--- config.mk ---
export PLATFORM = sky130hd
export DESIGN_NAME = vme_sqrt_cell
export DESIGN_NICKNAME = d
export VERILOG_FILES = /design/src/rtl/core/vme_pkg.sv /design/src/rtl/core/vme_sqrt_cell.sv
export SDC_FILE = /design/constraint.sdc
export NUM_CORES = 1
export LEC_CHECK = 0
export BUFFER_PORTS_ARGS = -buffer_cell sky130_fd_sc_hd__buf_2
export CORE_MARGIN = 2
export CORE_UTILIZATION = 43
export DETAILED_ROUTE_END_ITERATION = 10
export GPL_TIMING_DRIVEN = 1
export PLACE_DENSITY = 0.84
export SLEW_MARGIN = 10
export SYNTH_ARGS = -nofsm -noshare
export SYNTH_HDL_FRONTEND = slang
export SYNTH_SLANG_ARGS = --single-unit
--- constraint.sdc ---
create_clock -name i_clk -period 3.1 [get_ports i_clk]
set_input_delay 0.465 -clock i_clk [delete_from_list [all_inputs] [get_ports i_clk]]
set_output_delay 0.465 -clock i_clk [all_outputs]
set_load 0.1 [all_outputs]
--- src/rtl/core/vme_pkg.sv ---
package vme_pkg;

    localparam int STRESS_WIDTH_DEF = 24;
    localparam int OUT_WIDTH        = 26;

    typedef enum logic [1:0] {
        FUNC_PLANE_STRESS = 2'd0,
        FUNC_PLANE_STRAIN = 2'd1,
        FUNC_FULL_3D      = 2'd2,
        FUNC_UNSUPPORTED  = 2'd3
    } t_func;

    typedef struct packed {
        logic valid;
        logic ok;
    } t_ctl;

endpackage

--- src/rtl/core/vme_sqrt_cell.sv ---
module vme_sqrt_cell #(
    parameter int QW = 2 * vme_pkg::STRESS_WIDTH_DEF + 2,
    parameter int RW = QW / 2
) (
    input  logic            i_clk,
    input  logic            i_rst_n,
    input  logic            i_en,
    input  vme_pkg::t_ctl   i_ctl,
    input  logic [QW-1:0]   i_q,
    input  logic [RW:0]     i_rem,
    input  logic [RW-1:0]   i_root,
    output vme_pkg::t_ctl   o_ctl,
    output logic [QW-1:0]   o_q,
    output logic [RW:0]     o_rem,
    output logic [RW-1:0]   o_root
);
    import vme_pkg::*;

    t_ctl          r_ctl;
    logic [QW-1:0] r_q;
    logic [RW:0]   r_rem;
    logic [RW-1:0] r_root;
    logic [RW+2:0] w_acc;
    logic [RW+2:0] w_trial;
    logic          w_take;

    // one restoring step: bring in two bits of q, try (root<<2)|1
    assign w_acc   = {i_rem, i_q[QW-1:QW-2]};
    assign w_trial = {1'b0, i_root, 2'b01};
    assign w_take  = (w_acc >= w_trial);

    always_ff @(posedge i_clk) begin
        if (!i_rst_n) begin
            r_ctl <= '0;
        end else if (i_en) begin
            r_ctl <= i_ctl;
        end
    end

    always_ff @(posedge i_clk) begin
        if (i_en) begin
            r_q    <= {i_q[QW-3:0], 2'b00};
            r_rem  <= w_take ? (RW+1)'(w_acc - w_trial) : (RW+1)'(w_acc);
            r_root <= {i_root[RW-2:0], w_take};
        end
    end

    assign o_ctl  = r_ctl;
    assign o_q    = r_q;
    assign o_rem  = r_rem;
    assign o_root = r_root;

endmodule

==> metrics.json <==
{
  "status": {"value": "finished, final reports clean"},
  "drt_drc_violations_left": {"value": 0},
  "cts_max_path_buffers": {"value": 2},
  "grt_max_degree": {"value": 51},
  "htree_num_levels": {"value": 3},
  "start_util": {"value": 44.46, "unit": "%"},
  "clk-insertion-delay-late": {"value": 340, "unit": "ps"},
  "setup_repair_after_global_routing_missed_its_margin": {"value": "no"},
  "synth-edff-count": {"value": 99},
  "timing.max_cap.violations": {"value": 0},
  "slew-limit-headroom": {"value": 55.87, "unit": "%"},
  "timing.fmax": {"value": 357.1, "unit": "MHz"},
  "tritoncts": {"value": "done"},
  "startpoint_class_of_the_critical_path": {"value": "input port"},
  "reg2reg_to": {"value": "o_ctl[1]"},
  "first_pass_grt_wire_length": {"value": 18600, "unit": "um"},
  "synth_flop_cell": {"value": "edfxtp_1"},
  "viasPerCell": {"value": 5.049},
  "area_share_of_the_largest_cell_type_after_synthesis": {"value": 61.14, "unit": "%"},
  "synth_async_sr_flop_share": {"value": 0, "unit": "%"},
  "postSynthAreaPerCell": {"value": 13.81, "unit": "um^2"},
  "first_pass_iters": {"value": 4},
  "cts-resized-gates": {"value": 0},
  "die_width": {"value": 110.3, "unit": "um"},
  "post-synth-top-area-cell": {"value": "edfxtp_1"},
  "worstHoldPathType": {"value": "input port to flip-flop"},
  "num_antenna_cells": {"value": 0},
  "synth.yosys.seq_area_share": {"value": 61.97, "unit": "%"},
  "design.die.area": {"value": 12170, "unit": "um^2"},
  "worst-slew-pin-transition": {"value": 661.9, "unit": "ps"},
  "hold_path_depth": {"value": 1},
  "yosys.cell_types.count": {"value": 53},
  "report.final.hold_viol_count": {"value": 0},
  "crit_fanout": {"value": 18},
  "first_iter_violations": {"value": 217},
  "n_fill_cell": {"value": 902},
  "grt_pass1_vias": {"value": 3773},
  "layout-area-overhead-vs-synth": {"value": 34.05, "unit": "%"},
  "antenna_left": {"value": 0},
  "design.core.area": {"value": 10940, "unit": "um^2"},
  "layout.core_utilization": {"value": 59.60, "unit": "%"},
  "routed_wire_length_per_instance": {"value": 17.36, "unit": "um"},
  "r2r_depth": {"value": 2},
  "hold_end": {"value": "o_q[28]"},
  "std_cell_rows": {"value": 38},
  "placed_cells_incl_taps": {"value": 718},
  "crit_reg_reg_startpoint": {"value": "o_ctl[1]"},
  "replace_congestion": {"value": 0.8946},
  "syn-instance-count": {"value": 352},
  "final-setup-viol-count": {"value": 0},
  "final-max-slew-violation-count": {"value": 0},
  "post_cts.repair.setup_buffers": {"value": 0},
  "wl": {"value": 12740, "unit": "um"},
  "holdCritStartpoint": {"value": "i_q[26]"},
  "stdcell_count": {"value": 734},
  "cts_buffers": {"value": 9},
  "route.vias.total": {"value": 3706},
  "required": {"value": 3200, "unit": "ps"},
  "total_clock_sinks": {"value": 101},
  "ff2ff_setup_slack": {"value": 2500, "unit": "ps"},
  "synth.yosys.warnings": {"value": 0},
  "cellLeakagePower": {"value": 0.002961, "unit": "uW"},
  "globalRouteTotalUtil": {"value": 20.67, "unit": "%"},
  "synth_area_leaders": {"value": "edfxtp_1 61%, ha_1 6.9%, xnor2_1 2.9%, mux2_4 2.8%, inv_1 2.5%"},
  "clk_pin_slew": {"value": 70, "unit": "ps"},
  "final_min_period_over_clock_period": {"value": 90.33, "unit": "%"},
  "crit_path_end_kind": {"value": "flip-flop"},
  "worst-endpoint-arrival": {"value": 2900, "unit": "ps"},
  "boundaryPins": {"value": 209},
  "cts_hold_buf": {"value": 0},
  "power_per_cell_area": {"value": 690.1, "unit": "nW/um^2"},
  "detailed_place_hpwl": {"value": 10080, "unit": "um"},
  "antenna_found_initial": {"value": 0},
  "die-height": {"value": 110.3, "unit": "um"},
  "io_buffers": {"value": 206},
  "worst_clock_skew": {"value": 0, "unit": "ps"},
  "post_route_cells_drive_above_1_share": {"value": 46.13, "unit": "%"},
  "peakVddDrop": {"value": 0.4366, "unit": "mV"},
  "fin_tns_setup": {"value": 0, "unit": "ps"},
  "post-synth-top-count-cell": {"value": "edfxtp_1"},
  "syn-cell-area": {"value": 4862, "unit": "um^2"},
  "yosys_register_bits": {"value": 101},
  "min_period": {"value": 2800, "unit": "ps"},
  "grt.overflow.total": {"value": 0},
  "final_nets": {"value": 722},
  "cts_root_buffer": {"value": "clkbuf_16"},
  "synth_common_cells": {"value": "99 x edfxtp_1, 32 x inv_1, 27 x ha_1"},
  "critical_path_class": {"value": "input port to flip-flop"}
}
==> stage by stage <==
stage | hold slack (ps) | setup slack (ps) | total power (uW) | area (um^2)
final | 289.2 | 299.6 | 4498 | 6518
after global placement | 500.3 | -3.620 | 3444 | 6236
after global routing | 278.6 | 82.38 | 4670 | 6518
after detailed placement | 511.1 | -81.61 | 3466 | 6236
after floorplan | 563.9 | 4.140 | 3112 | 4878
after CTS | 279.5 | 283.9 | 4529 | 6518
==> power by group <==
| group | internal, uW | switching, uW |
|---|---|---|
| clock network | 554 | 514 |
| registers | 1670 | 33.9 |
| logic | 374 | 1350 |
==> layer usage <==
| metal | global-route usage (%) | part of all wire, % | vias up |
|---|---|---|---|
| li1 | - | - | 1799 |
| met1 | 22.41 | 38 | 1750 |
| met2 | 39.13 | 53 | 143 |
| met3 | 4.527 | 7.6 | 14 |
| met4 | 7.589 | 1.5 | 0 |
| met5 | 0 | 0 | - |
==> cell families after synthesis <==
group,synth area share (%)
buffers and inverters,3.860
other,0.07713
DFF,61.97
xor gates and xnor gates,3.783
and+or+nand+nor,6.459
adders and majority gates,6.948
AOI/OAI and AO/OA,11.86
muxes,5.044
==> area by class of cell <==
cell class / instances / area (um^2) / area share (%)
Sequential cell: 101 / 3013 / 46.23
Clock inverter: 7 / 56.30 / 0.8639
Inverter: 33 / 128.9 / 1.977
Timing Repair Buffer: 232 / 1241 / 19.04
Tap cell: 140 / 175.2 / 2.688
Multi-Input combinational cell: 212 / 1678 / 25.74
Clock buffer: 9 / 225.2 / 3.456
==> cell usage in the layout (no fill, tap or decap), types with 9 or more instances in the layout <==
cell type and count:
mux2_4 9, edfxtp_1 99, nor2_1 17, clkbuf_16 9, xnor2_1 16, nand3_1 10
buf_4 26, a21oi_1 16, o21ai_0 19, nand2_1 9, ha_1 27, buf_2 205
inv_1 32, a21o_1 10
==> registers in the layout, indices dropped and copies added, names as in the netlist <==
name and flops:
o_root 25, o_ctl 2, o_rem 26, o_q 48
==> how the worst max path moves through the flow <==
stage	startpoint	end	slack, ps
after floorplan	i_root[13]	o_rem[13]	4
after global placement	i_root[9]	o_rem[11]	-4
after detailed placement	i_root[17]	o_rem[8]	-80
after CTS	i_root[7]	o_rem[8]	280
after global routing	i_root[10]	o_rem[5]	80
final	i_root[7]	o_rem[5]	300
==> worst max-delay path, cell delays in order <==
cell and delay, ps:
buf_2 90, inv_1 40, ha_1 340, a21oi_1 120, o311ai_1 550, o211ai_2 190, o211ai_4 130, a2111oi_4 100
or2_1 300, inv_6 210, mux2_2 370
(Power assumes the default switching activity.)
